[config.mk]
export PLATFORM = sky130hd
export DESIGN_NAME = spherical_polygon_point_test_core
export DESIGN_NICKNAME = d
export VERILOG_FILES = /design/src/hw/rtl/sppt_pkg.sv /design/src/hw/rtl/sppt_dp.sv /design/src/hw/rtl/sppt_ctrl.sv /design/src/hw/rtl/spherical_polygon_point_test_core.sv
export SDC_FILE = /design/constraint.sdc
export NUM_CORES = 2
export LEC_CHECK = 0
export ABC_AREA = 1
export BUFFER_PORTS_ARGS = -buffer_cell sky130_fd_sc_hd__buf_2
export CAP_MARGIN = 20
export CELL_PAD_IN_SITES_DETAIL_PLACEMENT = 0
export CELL_PAD_IN_SITES_GLOBAL_PLACEMENT = 1
export CORE_MARGIN = 3
export CORE_UTILIZATION = 53
export CTS_BUF_LIST = sky130_fd_sc_hd__clkbuf_8
export CTS_CLUSTER_DIAMETER = 30
export DETAILED_ROUTE_END_ITERATION = 8
export PLACE_DENSITY = 0.85
export SLEW_MARGIN = 20
export SYNTH_ARGS = -nofsm -noshare
export SYNTH_HDL_FRONTEND = slang
export SYNTH_HIERARCHICAL = 1
export SYNTH_SLANG_ARGS = --single-unit
[constraint.sdc]
create_clock -name i_clk -period 11.35 [get_ports i_clk]
set_clock_uncertainty 0.1 [all_clocks]
set_input_delay 1.135 -clock i_clk [delete_from_list [all_inputs] [get_ports i_clk]]
set_output_delay 1.135 -clock i_clk [all_outputs]
set_load 0.02 [all_outputs]
[src/hw/rtl/sppt_pkg.sv]
package sppt_pkg;

    // Multiplier operand selection
    typedef enum logic [1:0] {
        MUL_AB = 2'd0,  // a[i] * b[j]
        MUL_BA = 2'd1,  // a[j] * b[i]
        MUL_HI = 2'd2,  // cross high slice * p[k]
        MUL_LO = 2'd3   // cross low slice * p[k]
    } t_mul_sel;

    // What to do with the registered product in the cycle after the multiply
    typedef enum logic [2:0] {
        ACC_NONE       = 3'd0,
        ACC_CROSS_LOAD = 3'd1,
        ACC_CROSS_SUB  = 3'd2,
        ACC_HI         = 3'd3,
        ACC_LO         = 3'd4
    } t_acc_mode;

    // Cross product component in work
    typedef enum logic [1:0] {
        COMP_X = 2'd0,
        COMP_Y = 2'd1,
        COMP_Z = 2'd2
    } t_comp;

    // Controller to datapath command
    typedef struct packed {
        logic      load_item;  // latch input beat
        logic      upd_prior;  // prior vertex <= current vertex
        logic      b_start;    // edge end is start vertex, else current vertex
        t_comp     comp;
        t_mul_sel  mul_sel;
        t_acc_mode acc_mode;
        logic      acc_clr;    // first dot product term loads the accumulator
        logic      rec;        // record the edge sign
        logic      rec_close;  // closing edge: also load result, clear polygon state
    } t_dp_cmd;

endpackage

[src/hw/rtl/sppt_dp.sv]
module sppt_dp #(
    parameter int COORD_BITS = 24
) (
    input  logic                         i_clk,
    input  logic                         i_rst_n,
    input  sppt_pkg::t_dp_cmd            i_cmd,
    input  logic signed [COORD_BITS-1:0] i_point_x,
    input  logic signed [COORD_BITS-1:0] i_point_y,
    input  logic signed [COORD_BITS-1:0] i_point_z,
    input  logic signed [COORD_BITS-1:0] i_vertex_x,
    input  logic signed [COORD_BITS-1:0] i_vertex_y,
    input  logic signed [COORD_BITS-1:0] i_vertex_z,
    input  logic                         i_first_vertex,
    output logic                         o_outside_flag
);
    import sppt_pkg::*;

    localparam int N  = COORD_BITS;
    localparam int M  = N + 1;       // multiplier operand width
    localparam int PW = 2 * M;       // product width
    localparam int CW = 2 * N + 1;   // cross component width
    localparam int AW = 3 * N + 2;   // dot product accumulator width

    logic [2:0][N-1:0] r_start, r_prior, r_cur, r_pt;
    logic signed [PW-1:0] r_prod;
    t_acc_mode            r_mode;
    logic                 r_clr;
    logic signed [CW-1:0] r_cross;
    logic signed [AW-1:0] r_acc;
    logic                 r_have, r_ref, r_mism, r_flag;

    logic [2:0][N-1:0]    b_vec;
    logic [N-1:0]         ai, aj, bi, bj, pk;
    logic signed [M-1:0]  op_a, op_b;
    logic signed [AW-1:0] term;
    logic                 pos, n_have, n_ref, n_mism;

    // Item registers; start and prior are visible after reset
    always_ff @(posedge i_clk) begin
        if (!i_rst_n) begin
            r_start <= '0;
            r_prior <= '0;
        end else begin
            if (i_cmd.load_item && i_first_vertex) begin
                r_start <= {i_vertex_z, i_vertex_y, i_vertex_x};
            end
            if (i_cmd.upd_prior) begin
                r_prior <= r_cur;
            end
        end
    end

    always_ff @(posedge i_clk) begin
        if (i_cmd.load_item) begin
            r_cur <= {i_vertex_z, i_vertex_y, i_vertex_x};
            r_pt  <= {i_point_z, i_point_y, i_point_x};
        end
    end

    // Operand pick for cross component k = a[i]*b[j] - a[j]*b[i]
    always_comb begin
        b_vec = i_cmd.b_start ? r_start : r_cur;
        unique case (i_cmd.comp)
            COMP_Y: begin
                ai = r_prior[2]; aj = r_prior[0]; bi = b_vec[2]; bj = b_vec[0]; pk = r_pt[1];
            end
            COMP_Z: begin
                ai = r_prior[0]; aj = r_prior[1]; bi = b_vec[0]; bj = b_vec[1]; pk = r_pt[2];
            end
            default: begin
                ai = r_prior[1]; aj = r_prior[2]; bi = b_vec[1]; bj = b_vec[2]; pk = r_pt[0];
            end
        endcase
    end

    always_comb begin
        unique case (i_cmd.mul_sel)
            MUL_AB: begin
                op_a = $signed({ai[N-1], ai});
                op_b = $signed({bj[N-1], bj});
            end
            MUL_BA: begin
                op_a = $signed({aj[N-1], aj});
                op_b = $signed({bi[N-1], bi});
            end
            MUL_HI: begin
                op_a = r_cross[CW-1:N];
                op_b = $signed({pk[N-1], pk});
            end
            default: begin
                op_a = $signed({1'b0, r_cross[N-1:0]});
                op_b = $signed({pk[N-1], pk});
            end
        endcase
    end

    // Shared multiplier, product registered with its pending action
    always_ff @(posedge i_clk) begin
        r_prod <= op_a * op_b;
        r_clr  <= i_cmd.acc_clr;
    end

    always_ff @(posedge i_clk) begin
        if (!i_rst_n) begin
            r_mode <= ACC_NONE;
        end else begin
            r_mode <= i_cmd.acc_mode;
        end
    end

    // Cross component and dot product accumulation
    always_comb begin
        if (r_mode == ACC_HI) begin
            term = {r_prod, {N{1'b0}}};
        end else begin
            term = {{N{r_prod[PW-1]}}, r_prod};
        end
    end

    always_ff @(posedge i_clk) begin
        unique case (r_mode)
            ACC_CROSS_LOAD: r_cross <= r_prod[CW-1:0];
            ACC_CROSS_SUB:  r_cross <= r_cross - r_prod[CW-1:0];
            ACC_HI, ACC_LO: r_acc   <= r_clr ? term : r_acc + term;
            default: ;
        endcase
    end

    // Edge sign: zero counts as negative
    always_comb begin
        pos = !r_acc[AW-1] && (r_acc != '0);
        if (!r_have) begin
            n_have = 1'b1;
            n_ref  = pos;
            n_mism = r_mism;
        end else begin
            n_have = r_have;
            n_ref  = r_ref;
            n_mism = r_mism | (pos != r_ref);
        end
    end

    always_ff @(posedge i_clk) begin
        if (!i_rst_n) begin
            r_have <= 1'b0;
            r_ref  <= 1'b0;
            r_mism <= 1'b0;
        end else if (i_cmd.load_item && i_first_vertex) begin
            r_have <= 1'b0;
            r_mism <= 1'b0;
        end else if (i_cmd.rec) begin
            r_ref <= n_ref;
            if (i_cmd.rec_close) begin
                r_have <= 1'b0;
                r_mism <= 1'b0;
            end else begin
                r_have <= n_have;
                r_mism <= n_mism;
            end
        end
    end

    // Result register
    always_ff @(posedge i_clk) begin
        if (i_cmd.rec && i_cmd.rec_close) begin
            r_flag <= n_mism;
        end
    end

    assign o_outside_flag = r_flag;

endmodule

[src/hw/rtl/sppt_ctrl.sv]
module sppt_ctrl (
    input  logic              i_clk,
    input  logic              i_rst_n,
    input  logic              i_in_valid,
    output logic              o_in_ready,
    input  logic              i_first_vertex,
    input  logic              i_last_vertex,
    output logic              o_out_valid,
    input  logic              i_out_ready,
    output sppt_pkg::t_dp_cmd o_cmd
);
    import sppt_pkg::*;

    typedef enum logic [4:0] {
        S_IDLE  = 5'b00001,
        S_MUL   = 5'b00010,
        S_DRAIN = 5'b00100,
        S_REC   = 5'b01000,
        S_UPD   = 5'b10000
    } t_state;

    // Steps of one cross component
    localparam logic [2:0] PH_LOAD = 3'd0;
    localparam logic [2:0] PH_SUB  = 3'd1;
    localparam logic [2:0] PH_WAIT = 3'd2;
    localparam logic [2:0] PH_HI   = 3'd3;
    localparam logic [2:0] PH_LO   = 3'd4;

    t_state     r_state, n_state;
    t_comp      r_comp, n_comp;
    logic [2:0] r_phase, n_phase;
    logic       r_first, n_first;
    logic       r_last, n_last;
    logic       r_closing, n_closing;
    logic       r_out_valid, n_out_valid;
    logic       in_acc, out_free;

    assign o_in_ready = (r_state == S_IDLE);
    assign in_acc     = i_in_valid && o_in_ready;
    assign out_free   = !r_out_valid || i_out_ready;

    always_comb begin
        n_state     = r_state;
        n_comp      = r_comp;
        n_phase     = r_phase;
        n_first     = r_first;
        n_last      = r_last;
        n_closing   = r_closing;
        n_out_valid = r_out_valid && !i_out_ready;

        o_cmd           = '0;
        o_cmd.comp      = r_comp;
        o_cmd.b_start   = r_closing;
        o_cmd.mul_sel   = MUL_AB;
        o_cmd.acc_mode  = ACC_NONE;

        unique case (r_state)
            S_IDLE: begin
                if (in_acc) begin
                    o_cmd.load_item = 1'b1;
                    n_first   = i_first_vertex;
                    n_last    = i_last_vertex;
                    n_closing = 1'b0;
                    n_comp    = COMP_X;
                    n_phase   = PH_LOAD;
                    n_state   = i_first_vertex ? S_UPD : S_MUL;
                end
            end
            S_MUL: begin
                unique case (r_phase)
                    PH_LOAD: begin
                        o_cmd.mul_sel  = MUL_AB;
                        o_cmd.acc_mode = ACC_CROSS_LOAD;
                    end
                    PH_SUB: begin
                        o_cmd.mul_sel  = MUL_BA;
                        o_cmd.acc_mode = ACC_CROSS_SUB;
                    end
                    PH_HI: begin
                        o_cmd.mul_sel  = MUL_HI;
                        o_cmd.acc_mode = ACC_HI;
                        o_cmd.acc_clr  = (r_comp == COMP_X);
                    end
                    PH_LO: begin
                        o_cmd.mul_sel  = MUL_LO;
                        o_cmd.acc_mode = ACC_LO;
                    end
                    default: ;  // wait for the cross component to settle
                endcase
                if (r_phase == PH_LO) begin
                    n_phase = PH_LOAD;
                    unique case (r_comp)
                        COMP_X:  n_comp = COMP_Y;
                        COMP_Y:  n_comp = COMP_Z;
                        default: begin
                            n_comp  = COMP_X;
                            n_state = S_DRAIN;
                        end
                    endcase
                end else begin
                    n_phase = r_phase + 3'd1;
                end
            end
            S_DRAIN: begin
                n_state = S_REC;
            end
            S_REC: begin
                if (!r_closing) begin
                    o_cmd.rec = 1'b1;
                    n_state   = S_UPD;
                end else if (out_free) begin
                    o_cmd.rec       = 1'b1;
                    o_cmd.rec_close = 1'b1;
                    n_out_valid     = 1'b1;
                    n_state         = S_IDLE;
                end
            end
            S_UPD: begin
                o_cmd.upd_prior = 1'b1;
                if (r_last) begin
                    n_closing = 1'b1;
                    n_comp    = COMP_X;
                    n_phase   = PH_LOAD;
                    n_state   = S_MUL;
                end else begin
                    n_state = S_IDLE;
                end
            end
            default: n_state = S_IDLE;
        endcase
    end

    always_ff @(posedge i_clk) begin
        if (!i_rst_n) begin
            r_state     <= S_IDLE;
            r_comp      <= COMP_X;
            r_phase     <= PH_LOAD;
            r_first     <= 1'b0;
            r_last      <= 1'b0;
            r_closing   <= 1'b0;
            r_out_valid <= 1'b0;
        end else begin
            r_state     <= n_state;
            r_comp      <= n_comp;
            r_phase     <= n_phase;
            r_first     <= n_first;
            r_last      <= n_last;
            r_closing   <= n_closing;
            r_out_valid <= n_out_valid;
        end
    end

    assign o_out_valid = r_out_valid;

    // A beat without first mark starts the edge sequence at its first step
    a_start_edge: assert property (@(posedge i_clk) disable iff (!i_rst_n)
        (in_acc && !i_first_vertex) |=>
            (r_state == S_MUL && r_comp == COMP_X && r_phase == PH_LOAD))
        else $error("edge sequence did not start after beat");

    // A closing record never overwrites a result still waiting
    a_no_overwrite: assert property (@(posedge i_clk) disable iff (!i_rst_n)
        (r_out_valid && !i_out_ready) |-> !(o_cmd.rec && o_cmd.rec_close))
        else $error("result overwritten");

    // A result appears only out of the closing edge record
    a_result_src: assert property (@(posedge i_clk) disable iff (!i_rst_n)
        $rose(r_out_valid) |-> $past(r_state == S_REC && r_closing))
        else $error("result raised outside closing record");

    // Step counter stays within the component sequence
    a_phase_range: assert property (@(posedge i_clk) disable iff (!i_rst_n)
        (r_state == S_MUL) |-> (r_phase <= PH_LO &&
            (r_comp == COMP_X || r_comp == COMP_Y || r_comp == COMP_Z)))
        else $error("step counter out of range");

    // Closing edge only follows a beat with last mark
    a_close_last: assert property (@(posedge i_clk) disable iff (!i_rst_n)
        (r_closing && r_state == S_MUL) |-> r_last)
        else $error("closing edge without last mark");

    // No open edge runs on a first-marked beat
    a_first_upd: assert property (@(posedge i_clk) disable iff (!i_rst_n)
        (r_state == S_DRAIN && !r_closing) |-> !r_first)
        else $error("open edge run on a first vertex beat");

endmodule

[src/hw/rtl/spherical_polygon_point_test_core.sv]
// Channel   Handshake                   Payload
// input     i_in_valid / o_in_ready     point xyz, vertex xyz, first, last marks
// output    o_out_valid / i_out_ready   outside flag, one beat per last-marked vertex
//
// A beat is taken only while the controller is idle; one shared 25x25 multiplier
// (COORD_BITS+1 square) forms each edge test in 15 steps, then drains and records.
// A first-marked beat runs no edge test; a last-marked beat adds the closing edge.
// Reset clears the polygon state (start and prior vertex to zero), not the outside flag.
// A waiting result does not block the next beat; only a second closing edge
// waits for the output register to empty.
module spherical_polygon_point_test_core #(
    parameter int COORD_BITS = 24
) (
    input  logic                         i_clk,
    input  logic                         i_rst_n,
    input  logic                         i_in_valid,
    output logic                         o_in_ready,
    input  logic signed [COORD_BITS-1:0] i_point_x,
    input  logic signed [COORD_BITS-1:0] i_point_y,
    input  logic signed [COORD_BITS-1:0] i_point_z,
    input  logic signed [COORD_BITS-1:0] i_vertex_x,
    input  logic signed [COORD_BITS-1:0] i_vertex_y,
    input  logic signed [COORD_BITS-1:0] i_vertex_z,
    input  logic                         i_first_vertex,
    input  logic                         i_last_vertex,
    output logic                         o_out_valid,
    input  logic                         i_out_ready,
    output logic                         o_outside_flag
);
    import sppt_pkg::*;

    t_dp_cmd cmd;

    // Sequencer
    sppt_ctrl u_ctrl (
        .i_clk          (i_clk),
        .i_rst_n        (i_rst_n),
        .i_in_valid     (i_in_valid),
        .o_in_ready     (o_in_ready),
        .i_first_vertex (i_first_vertex),
        .i_last_vertex  (i_last_vertex),
        .o_out_valid    (o_out_valid),
        .i_out_ready    (i_out_ready),
        .o_cmd          (cmd)
    );

    // Edge arithmetic and polygon state
    sppt_dp #(
        .COORD_BITS (COORD_BITS)
    ) u_dp (
        .i_clk          (i_clk),
        .i_rst_n        (i_rst_n),
        .i_cmd          (cmd),
        .i_point_x      (i_point_x),
        .i_point_y      (i_point_y),
        .i_point_z      (i_point_z),
        .i_vertex_x     (i_vertex_x),
        .i_vertex_y     (i_vertex_y),
        .i_vertex_z     (i_vertex_z),
        .i_first_vertex (i_first_vertex),
        .o_outside_flag (o_outside_flag)
    );

endmodule
==> out/results.tsv <==
stage	metric	value	unit
sta	final setup vio count	0	
die	Row Count	117	
clocking	Clk Latency, worst-skew pair	0.83	ns
critical_path	CP Data Required Time	11.95	ns
sta	final hold vios	0	
global_route	initial antenna violation count	4	
die	Top Ports	153	
detailed_routing	DR vias	51400	
synthesis	synthesized cell area	0.0549	mm²
placement	I/O Buffers	152	
clocking	clock-pin slew on the worst setup and hold paths	0.06	ns
die	Starting Density	53.7	%
clocking	postcts setup bufs	0	
synthesis	number of flops mapped to enable cells by yosys	268	
critical_path	CP arrival	10.79	ns
sta	Final Slew Violations	0	
sta	Worst slew margin	24.7	%
clocking	Post-CTS Hold Buffers	0	
die	Die Ht	328	µm
clocking	Clock Sinks	482	
global_route	vias in the first global route	51100	
synthesis	post-synth net total	8437	
clocking	H-tree depth	4	
die	CORE AREA	0.102	mm²
placement	Detailed Place HPWL	171000	µm
global_route	total track usage	39.7	%
detailed_routing	WL per Instance	24.0	µm
final_layout	Area Growth Syn to Fin	8.20	%
die	die width	328	µm
global_route	pin count of the biggest net entering global routing	115	
synthesis	cell count after synthesis	7358	
clocking	TritonCTS clock tree	yes	
global_route	first-pass GRT wire length	317000	µm
die	Die ar.	0.108	mm²
sta	final hold slack	0.355	ns
critical_path	worst-path maximum fanout	46	
sta	fmax	98.2	MHz
global_route	total grt overflow	0	
clocking	Clock Tree Buf Depth	3	
synthesis	ys async rst share	0	%
final_layout	commonest non-fill, non-tap cell in the layout	nand2_1	
synthesis	Yosys cell types	58	
detailed_routing	first drt pass iteration count	8	
synthesis	Seq/Total Area, Yosys	22.4	%
synthesis	Yosys reg bits	482	
outcome	outcome	complete, no violations	
placement	DP Area	0.0567	mm²
clocking	Resized Gates After CTS	0	
final_layout	nets	8521	
critical_path	critical path type	register to register	
sta	Final min period	10.19	ns
flow_run	MaxCap Viol Count	0	
detailed_routing	initial drt markers	5297	
clocking	CTS buffer count	131	
sta	RSZ-0062 raised after global routing	no	
synthesis	yosys warns	6	
final_layout	share of post-route cells with drive strength above 1	6.72	%
detailed_routing	Total Wirelength	214000	µm
critical_path	CP Launch Type	register	
final_layout	most frequent cells in the layout	nand2_1, inv_1, nor2_1, fa_1, o21ai_0	
placement	gpl congestion	1.09	
synthesis	most used flip-flop cell after synthesis	edfxtp_1	
sta	setup_tns	0	ns
hold_path	HP Class	register to register	
critical_path	CP Capture Type	register	
sta	post-route clock period utilization	89.8	%
sta	worst slew pin tran	1.13	ns
synthesis	Avg Synthesized Cell Area	7.47	µm²
detailed_routing	DR vias/cell	5.76	
clocking	clock root buffer	clkbuf_8	
detailed_routing	drt drc	0	
detailed_routing	remaining antenna violation count	0	
final_layout	design area	0.0594	mm²
==> cell type report <==
| cell class | instances | area [µm²] |
|---|---|---|
| inverters | 1432 | 5380 |
| diodes | 3 | 7.51 |
| repair buffers | 210 | 1210 |
| fillers | 9936 | 42900 |
| well taps | 1368 | 1710 |
| multi-input cells | 5185 | 36000 |
| flip-flops and latches | 482 | 12300 |
| clock inverters | 100 | 902 |
| clock buffers | 136 | 1870 |
==> path summary, 6_finish.rpt <==
kind                             startpoint                           end  slack, ns  cells past startpoint
max          u_ctrl/r_phase[0]$_SDFFE_PN0P_       u_dp/r_prod[43]$_DFF_P_       1.16                     26
min            u_dp/r_start[6]$_SDFFE_PN0P_  u_dp/r_start[6]$_SDFFE_PN0P_       0.35                      2
max reg2reg  u_ctrl/r_phase[0]$_SDFFE_PN0P_       u_dp/r_prod[43]$_DFF_P_       1.16                     26
min reg2reg    u_dp/r_start[6]$_SDFFE_PN0P_  u_dp/r_start[6]$_SDFFE_PN0P_       0.35                      2
==> worst max-delay path, cell delays in order (launching register included) <==
cell      delay [ns]
dfxtp_1         0.35
inv_1           0.10
ha_1            0.16
nand2_1         0.16
a21oi_2         0.56
inv_2           0.59
a221oi_1        0.65
o31ai_1         0.15
nand2_1         0.56
nor2_1          0.17
fa_1            0.68
fa_1            0.68
inv_1           0.20
fa_1            0.56
inv_1           0.42
fa_1            0.53
fa_1            0.57
fa_1            0.43
fa_1            0.44
ha_1            0.44
nand2_1         0.11
nor2_1          0.15
inv_1           0.10
nor4_1          0.54
nand3_1         0.25
nand3_1         0.22
xor2_1          0.17
==> cells by family after synthesis <==
| kind of cell | count (synthesis) | synth area share (%) |
|---|---|---|
| AND/OR/NAND/NOR | 3013 | 21.9 |
| buffers and inverters | 1691 | 12.1 |
| AO/OA/AOI/OAI | 1140 | 11.7 |
| adder cells (fa/ha/maj) | 929 | 30.2 |
| flip-flops | 482 | 22.4 |
| XOR/XNOR | 103 | 1.64 |
==> layer usage <==
layer	global-route usage, %	share of wire [%]
met1	50.6	38
met2	61.6	44
met3	9.17	10
met4	24.0	7.2
met5	0	0.0042
==> registers in the layout (all words and copies together), names as in the netlist <==
name	flops
u_dp/r_pt	72
u_dp/r_prod	50
u_dp/r_have	1
u_dp/r_cur	72
u_dp/r_cross	49
u_dp/r_mode	3
u_dp/r_mism	1
u_dp/r_start	72
u_ctrl/o_out_valid	1
u_ctrl/r_phase	3
u_ctrl/r_comp	2
u_dp/r_acc	74
u_ctrl/r_last	1
u_ctrl/r_state	5
u_ctrl/r_closing	1
u_dp/r_clr	1
u_dp/o_outside_flag	1
u_dp/r_ref	1
u_dp/r_prior	72
==> synthesized netlist by cell type (all sizes together) (10+ instances only) <==
cell type,count,area share (%)
xor2,57,0.91
o22ai,23,0.26
nor3,38,0.35
nand4,59,0.67
inv,1431,9.8
ha,268,6.1
buf,149,1.6
nor4,15,0.17
xnor2,46,0.73
o21bai,39,0.53
or2,11,0.13
clkbuf,110,0.75
o221ai,23,0.38
nand2,1809,12
a21o,10,0.14
o21ai,551,5.1
dfxtp,214,7.8
nor2,838,5.8
nand3,216,2.0
a31oi,15,0.17
fa,661,24
a221oi,61,0.97
edfxtp,268,15
a21oi,349,3.2
o211ai,29,0.40
o31ai,18,0.30
nand3b,15,0.20
==> through the flow <==
step	cells	worst slack [ns]	util, %
floorplan	7358	3.54	-
global placement	8677	1.44	55.4
detailed placement	8677	1.33	55.4
CTS	8913	1.30	58.1
global route	8914	0.769	58.1
finish	8916	1.16	58.1
Power is left out: the tool's default activity adds up to more than one toggle a clock period on the data nets, which glitch-free logic cannot reach.
